===== config.mk =====
export PLATFORM = sky130hd
export DESIGN_NAME = crc_codeword_generate_check
export DESIGN_NICKNAME = d
export VERILOG_FILES = /design/src/rtl/crc_pkg.sv /design/src/rtl/crc_cell.sv /design/src/rtl/crc_out_skid.sv /design/src/rtl/crc_codeword_generate_check.sv
export SDC_FILE = /design/constraint.sdc
export NUM_CORES = 1
export LEC_CHECK = 0
export BUFFER_PORTS_ARGS = -buffer_cell sky130_fd_sc_hd__buf_2
export CORE_ASPECT_RATIO = 0.8
export CORE_MARGIN = 2
export CORE_UTILIZATION = 50
export CTS_CLUSTER_DIAMETER = 200
export DETAILED_ROUTE_END_ITERATION = 16
export PLACE_DENSITY = 0.72
export SYNTH_ARGS = -nofsm -noshare
export SYNTH_HDL_FRONTEND = slang
export SYNTH_SLANG_ARGS = --single-unit

===== constraint.sdc =====
create_clock -name clk -period 4.3 [get_ports clk]
set_input_delay 1.29 -clock clk [delete_from_list [all_inputs] [get_ports clk]]
set_output_delay 1.29 -clock clk [all_outputs]
set_load 0.005 [all_outputs]

===== src/rtl/crc_pkg.sv =====
package crc_pkg;

	// Field widths fixed by the register map
	localparam int POLY_W    = 32;
	localparam int DEGREE_W  = 6;
	localparam int CFG_IDX_W = 2;

	// Register indexes on the configuration port
	typedef enum logic [CFG_IDX_W-1:0] {
		REG_POLY_LOW = 2'd0,
		REG_DEGREE   = 2'd1,
		REG_MODE     = 2'd2
	} reg_idx_t;

	// Operating modes
	typedef enum logic {
		MODE_GEN = 1'b0,
		MODE_CHK = 1'b1
	} mode_t;

	// Reset values of the registers
	localparam logic [POLY_W-1:0]   POLY_RESET   = 32'd4129;
	localparam logic [DEGREE_W-1:0] DEGREE_RESET = 6'd16;

	// One result item
	typedef struct packed {
		logic out_bit;
		logic is_check;
		logic error_found;
		logic last_out;
	} res_t;

endpackage


===== src/rtl/crc_cell.sv =====
// One remainder bit of the division chain
module crc_cell (
	input  logic clk,
	input  logic arst_n,
	input  logic step,
	input  logic clr,
	input  logic keep,
	input  logic nb,
	input  logic fb,
	input  logic pbit,
	output logic q,
	output logic nxt
);

	// shift in neighbor bit, subtract generator coefficient on feedback
	assign nxt = keep & (nb ^ (fb & pbit));

	always_ff @(posedge clk or negedge arst_n) begin
		if (!arst_n) begin
			q <= 1'b0;
		end else if (step) begin
			q <= clr ? 1'b0 : nxt;
		end
	end

endmodule


===== src/rtl/crc_out_skid.sv =====
// Output register with one skid entry
module crc_out_skid (
	input  logic          clk,
	input  logic          arst_n,
	input  logic          push,
	input  crc_pkg::res_t push_res,
	input  logic          out_stall,
	output logic          full,
	output logic          out_valid,
	output crc_pkg::res_t out_res
);

	logic          main_v_q;
	logic          sk_v_q;
	crc_pkg::res_t main_q;
	crc_pkg::res_t sk_q;
	logic          take;

	assign take      = main_v_q & ~out_stall;
	assign full      = sk_v_q;
	assign out_valid = main_v_q;
	assign out_res   = main_q;

	// valid flags
	always_ff @(posedge clk or negedge arst_n) begin
		if (!arst_n) begin
			main_v_q <= 1'b0;
			sk_v_q   <= 1'b0;
		end else if (sk_v_q) begin
			if (take) begin
				sk_v_q <= 1'b0;
			end
		end else if (push) begin
			if (!main_v_q || take) begin
				main_v_q <= 1'b1;
			end else begin
				sk_v_q <= 1'b1;
			end
		end else if (take) begin
			main_v_q <= 1'b0;
		end
	end

	// payload
	always_ff @(posedge clk) begin
		if (sk_v_q) begin
			if (take) begin
				main_q <= sk_q;
			end
		end else if (push) begin
			if (!main_v_q || take) begin
				main_q <= push_res;
			end else begin
				sk_q <= push_res;
			end
		end
	end

endmodule


===== src/rtl/crc_codeword_generate_check.sv =====
// Output: a result is registered in the output stage after its input transfer.
// Throughput: one bit per cycle while neither stall holds the input; in generate
// mode the last bit of a frame holds the input while degree check bits shift out
// of the cell chain, one per cycle unless the output stage is full.
// Reset: arst_n clears the remainder cells and all valid flags and loads the
// register reset values (poly_low 0x1021, degree 16, generate mode).
module crc_codeword_generate_check #(
	parameter int MAX_DEGREE = 32
) (
	input  logic                            clk,
	input  logic                            arst_n,
	// configuration writes
	input  logic                            cfg_valid,
	output logic                            cfg_ready,
	input  logic [crc_pkg::CFG_IDX_W-1:0]   cfg_index,
	input  logic [crc_pkg::POLY_W-1:0]      cfg_data,
	// input bits
	input  logic                            in_valid,
	output logic                            in_stall,
	input  logic                            data_bit,
	input  logic                            last_bit,
	// results
	output logic                            out_valid,
	input  logic                            out_stall,
	output logic                            out_bit,
	output logic                            is_check,
	output logic                            error_found,
	output logic                            last_out
);

	localparam int DW = $clog2(MAX_DEGREE + 1);
	localparam int IW = (MAX_DEGREE > 1) ? $clog2(MAX_DEGREE) : 1;

	logic [crc_pkg::POLY_W-1:0]   poly_q;
	logic [crc_pkg::DEGREE_W-1:0] degree_q;
	crc_pkg::mode_t               mode_q;

	logic [crc_pkg::DEGREE_W-1:0] deg_clamp;
	logic [DW-1:0]                deg;
	logic [DW-1:0]                deg_m1;
	logic [MAX_DEGREE-1:0]        rem;
	logic [MAX_DEGREE-1:0]        rem_nxt;
	logic [MAX_DEGREE-1:0]        keep;
	logic [MAX_DEGREE-1:0]        pbit;
	logic [MAX_DEGREE-1:0]        nb;
	logic                         top;
	logic                         fb;
	logic                         chk;

	logic                         emit_q;
	logic [DW-1:0]                cnt_q;
	logic                         emit_step;
	logic                         emit_end;
	logic                         in_xfer;
	logic                         step;
	logic                         clr;
	logic                         full;
	logic                         push;
	crc_pkg::res_t                push_res;
	crc_pkg::res_t                out_res;

	// configuration registers, always ready
	assign cfg_ready = 1'b1;

	always_ff @(posedge clk or negedge arst_n) begin
		if (!arst_n) begin
			poly_q   <= crc_pkg::POLY_RESET;
			degree_q <= crc_pkg::DEGREE_RESET;
			mode_q   <= crc_pkg::MODE_GEN;
		end else if (cfg_valid && cfg_ready) begin
			unique case (cfg_index)
				crc_pkg::REG_POLY_LOW: poly_q   <= cfg_data;
				crc_pkg::REG_DEGREE:   degree_q <= cfg_data[crc_pkg::DEGREE_W-1:0];
				crc_pkg::REG_MODE:     mode_q   <= crc_pkg::mode_t'(cfg_data[0]);
				default: ;
			endcase
		end
	end

	// effective degree, clamped to 1..MAX_DEGREE
	always_comb begin
		if (degree_q == '0) begin
			deg_clamp = crc_pkg::DEGREE_W'(1);
		end else if (degree_q > crc_pkg::DEGREE_W'(MAX_DEGREE)) begin
			deg_clamp = crc_pkg::DEGREE_W'(MAX_DEGREE);
		end else begin
			deg_clamp = degree_q;
		end
	end

	assign deg    = deg_clamp[DW-1:0];
	assign deg_m1 = deg - DW'(1);
	assign top    = rem[deg_m1[IW-1:0]];
	assign chk    = (mode_q == crc_pkg::MODE_CHK);

	// handshake and sequencing
	assign in_stall  = full | emit_q;
	assign in_xfer   = in_valid & ~in_stall;
	assign emit_step = emit_q & ~full;
	assign emit_end  = (cnt_q == deg_m1);
	assign step      = in_xfer | emit_step;
	assign clr       = in_xfer & last_bit & chk;

	// feedback: check mode divides directly, generate mode is augmented,
	// check-bit shifting uses no feedback
	always_comb begin
		if (emit_q) begin
			fb = 1'b0;
		end else if (chk) begin
			fb = top;
		end else begin
			fb = top ^ data_bit;
		end
	end

	// cell chain
	assign nb[0] = ~emit_q & chk & data_bit;

	for (genvar i = 0; i < MAX_DEGREE; i++) begin : g_cell
		if (i > 0) begin : g_nb
			assign nb[i] = rem[i-1];
		end
		if (i < crc_pkg::POLY_W) begin : g_poly
			assign pbit[i] = poly_q[i];
		end else begin : g_nopoly
			assign pbit[i] = 1'b0;
		end
		assign keep[i] = (DW'(i) < deg);

		crc_cell u_cell (
			.clk    (clk),
			.arst_n (arst_n),
			.step   (step),
			.clr    (clr),
			.keep   (keep[i]),
			.nb     (nb[i]),
			.fb     (fb),
			.pbit   (pbit[i]),
			.q      (rem[i]),
			.nxt    (rem_nxt[i])
		);
	end

	// check-bit sequencer
	always_ff @(posedge clk or negedge arst_n) begin
		if (!arst_n) begin
			emit_q <= 1'b0;
			cnt_q  <= '0;
		end else if (emit_step) begin
			if (emit_end) begin
				emit_q <= 1'b0;
			end else begin
				cnt_q <= cnt_q + DW'(1);
			end
		end else if (in_xfer && last_bit && !chk) begin
			emit_q <= 1'b1;
			cnt_q  <= '0;
		end
	end

	// result to output stage
	assign push = step;

	always_comb begin
		if (emit_q) begin
			push_res.out_bit     = top;
			push_res.is_check    = 1'b1;
			push_res.error_found = 1'b0;
			push_res.last_out    = emit_end;
		end else begin
			push_res.out_bit     = data_bit;
			push_res.is_check    = 1'b0;
			push_res.error_found = chk & last_bit & (|rem_nxt);
			push_res.last_out    = chk & last_bit;
		end
	end

	crc_out_skid u_out (
		.clk       (clk),
		.arst_n    (arst_n),
		.push      (push),
		.push_res  (push_res),
		.out_stall (out_stall),
		.full      (full),
		.out_valid (out_valid),
		.out_res   (out_res)
	);

	assign out_bit     = out_res.out_bit;
	assign is_check    = out_res.is_check;
	assign error_found = out_res.error_found;
	assign last_out    = out_res.last_out;

endmodule


==> results_dict.tcl <==
set metrics [dict create \
    path_clk_slew_ns 0.06 \
    outcome "finished with violations" \
    rows 33 \
    postRouteAntennaNets 0 \
    r2r_cells 17 \
    r2r_slack_ns -0.10 \
    die_h_um 94.7 \
    syn-num-nets 541 \
    grt_max_degree 81 \
    p_leak_nw 2.80 \
    synth_top_area_cell "dfrtp_1" \
    final_cell_area_um2 6160 \
    track_usage_pct 26.3 \
    dieArea_um2 11100 \
    drive_above_1_share_pct 32.3 \
    drc 0 \
    start_util_pct 50.8 \
    cp-start-kind "register" \
    arrival_ns 4.48 \
    crit_chain "nor4_2 > o21bai_2 > ha_2 > or3b_4 > a221o_1 > nor2b_1 > o221ai_1 > a21oi_1 > nor2_2 > and3_4 > buf_12 > o211ai_1 > mux2_4 > nor4_4 > nand4_1 > nor4_4 > o41ai_1" \
    critPathRequiredTime_ns 4.38 \
    hpwlAfterDp_um 9570 \
    yosys_warnings 0 \
    drv_cap 0 \
    hold_ws_ns 0.510 \
    core_um2 10100 \
    timing.rr.start "degree_q[4]" \
    final_net_count 606 \
    area.growth.synth_to_final_pct 19.8 \
    ys_top_cells_by_count "dfrtp_1 (76), mux2_2 (49), nand2_1 (37), nor2_1 (37), mux2i_1 (21)" \
    cts_buffers 9 \
    finalSetupViolations 2 \
    grt_setup_unrepaired "true" \
    min_path_type "register to register" \
    drt_iter0_drc 388 \
    post-route-min-period_ns 4.40 \
    diodes 0 \
    globalRouteOverflowTotal 0 \
    place_ws_ns -0.0465 \
    cts_tree "built" \
    violations "negative setup slack" \
    wirelength_um 14000 \
    slew_headroom_pct 30.9 \
    hold_viol_final 0 \
    die_w_um 117 \
    worst-path-max-fanout 7 \
    power.density_nw_per_um2 679 \
    h-tree-depth 3 \
    critPathBufInv 1 \
    cp-startpoint "degree_q[4]" \
    num_vias 4310 \
    cts_buffer_depth 2 \
    synth_ff_type "dfrtp_1" \
    worstMarginPinSlew_ns 1.04 \
    finalWorstSetupSlack_ns -0.105 \
    max_stage_delay_ns 0.53 \
    cpMostUsedCell "nor4_4" \
    cts_sinks 88 \
    max_freq_mhz 227 \
    routed_via_density 6.10 \
    first_pass_iters 5 \
    worstHoldStart "pbit[31]" \
    yosysUniqueCellTypes 62 \
    syn_area_per_cell_um2 10.4 \
    synthArstFlopShare_pct 90.9 \
    synth-seq-area-share_pct 43.7 \
    slowest_stage "dfstp_2" \
    end_kind "register" \
    crit_family "simple AND/OR/NAND/NOR gates" \
    synth-edff-count 8 \
    place_area_um2 5600 \
    slew_viol_final 0 \
    post-route-period-util_pct 102 \
    path_class "register to register" \
    routabilityCongestion 0.981 \
    clock_latency_ns 0.35 \
    min_to "pbit[31]" \
    grt_pass1_vias 4243 \
    netlist_instances 496 \
    synth_area_um2 5140 \
    cts_hold_buf 0 \
    synth_seq_cells 88 \
    cts_root_buffer "clkbuf_16" \
    finClkSkew_ns 0.00946 \
    grt_pass1_wl_um 22700 \
    io_pins 48 \
    io_buffers 46 \
    antenna_found_initial 0 \
    cp.depth 17 \
    synth_top_area_share_pct 37.0 \
    whs_path_depth 1 \
    route.detailed.wl_per_inst_um 19.8 \
    r2r-end "u_out.out_res[1]" \
    irDropWorstVdd_uv 287 \
    synth.area.top_cells "dfrtp_1 (37%), mux2_2 (11%), edfxtp_1 (4.7%)" \
    synth_most_common_cell "dfrtp_1" \
]
==> cells by family (layout without fill, tap and decap cells) <==
family	Yosys count	in the layout	synth area share [%]
mux	72	72	15.6
fa+ha+maj	4	4	0.974
compound gates	130	130	18.8
other cells	1	1	0.0730
flops	88	88	43.7
xor+xnor	21	21	3.58
buf+inv	41	111	3.82
simple gates	139	139	13.5
==> repair_timing <==
item / in CTS / in global routing
gates resized for setup: 8 / 13
setup buffers: 4 / 10
pin swaps: 10 / 10
gates cloned: 0 / 1
endpoints found under the setup margin: 2 / 2
==> per-layer routing <==
metal	track usage, %	part of all wire (%)	vias up
li1	-	-	1949
met1	35.3	44	2143
met2	41.6	45	181
met3	6.10	7.8	37
met4	10.9	2.5	0
met5	0	0	-
==> stage by stage <==
| step | util, % | setup TNS, ns | std cells | total power [mW] |
|---|---|---|---|---|
| floorplan | - | 0 | 496 | 2.50 |
| detailed placement | 55.3 | -0.0718 | 675 | 3.03 |
| global placement | 55.3 | 0 | 675 | 2.99 |
| CTS | 59.2 | -0.0254 | 695 | 3.97 |
| global route | 60.9 | -0.565 | 706 | 4.41 |
| finish | 60.9 | -0.175 | 706 | 4.18 |
==> cell usage in the layout (no fill, tap or decap), drive strengths merged, types with 5 or more instances in the layout <==
cell type | netlist | routed
a21oi | 21 | 21
a22o | 17 | 17
a31oi | 6 | 6
buf | 13 | 85
clkbuf | 19 | 14
dfrtp | 76 | 76
edfxtp | 8 | 8
inv | 9 | 9
mux2 | 50 | 50
mux2i | 21 | 21
nand2 | 37 | 37
nand2b | 8 | 8
nor2 | 38 | 38
nor2b | 13 | 13
nor3 | 8 | 8
nor4 | 5 | 5
o211a | 10 | 10
o211ai | 16 | 16
o21ai | 18 | 18
o21bai | 5 | 5
o31ai | 9 | 9
or2 | 6 | 6
or3 | 7 | 7
xnor2 | 13 | 13
xor2 | 8 | 8
==> registers in the layout, summed over array words and instances, names as in the netlist <==
name and flops:
g_cell.u_cell.q 32, pbit 32, cnt_q 6, degree_q 6, u_out.out_res 4, u_out.sk_q 4, chk 1, emit_q 1
u_out.full 1, u_out.out_valid 1
==> worst max-delay path by stage <==
stage | slack, ns | endpoint
detailed placement | -0.05 | u_out.out_res[1]
global placement | 0.04 | u_out.out_res[1]
CTS | -0.02 | u_out.out_res[1]
floorplan | 0.004 | u_out.out_res[1]
finish | -0.10 | u_out.out_res[1]
global route | -0.30 | u_out.out_res[1]
==> report_power, final <==
part | switching [mW] | leakage, nW | total, mW | internal, mW
clock network | 0.319 | 0.154 | 0.843 | 0.525
registers | 0.236 | 1.08 | 1.34 | 1.10
logic | 1.08 | 1.57 | 2.00 | 0.918
==> layout make-up <==
class | count | area, µm²
Clock buffer | 13 | 250
Clock inverter | 3 | 65.1
Fill cell | 838 | 3960
Inverter | 9 | 33.8
Multi-Input combinational cell | 367 | 2810
Sequential cell | 88 | 2250
Tap cell | 140 | 175
Timing Repair Buffer | 86 | 571
Note: power is estimated with default switching activity, not from simulation.
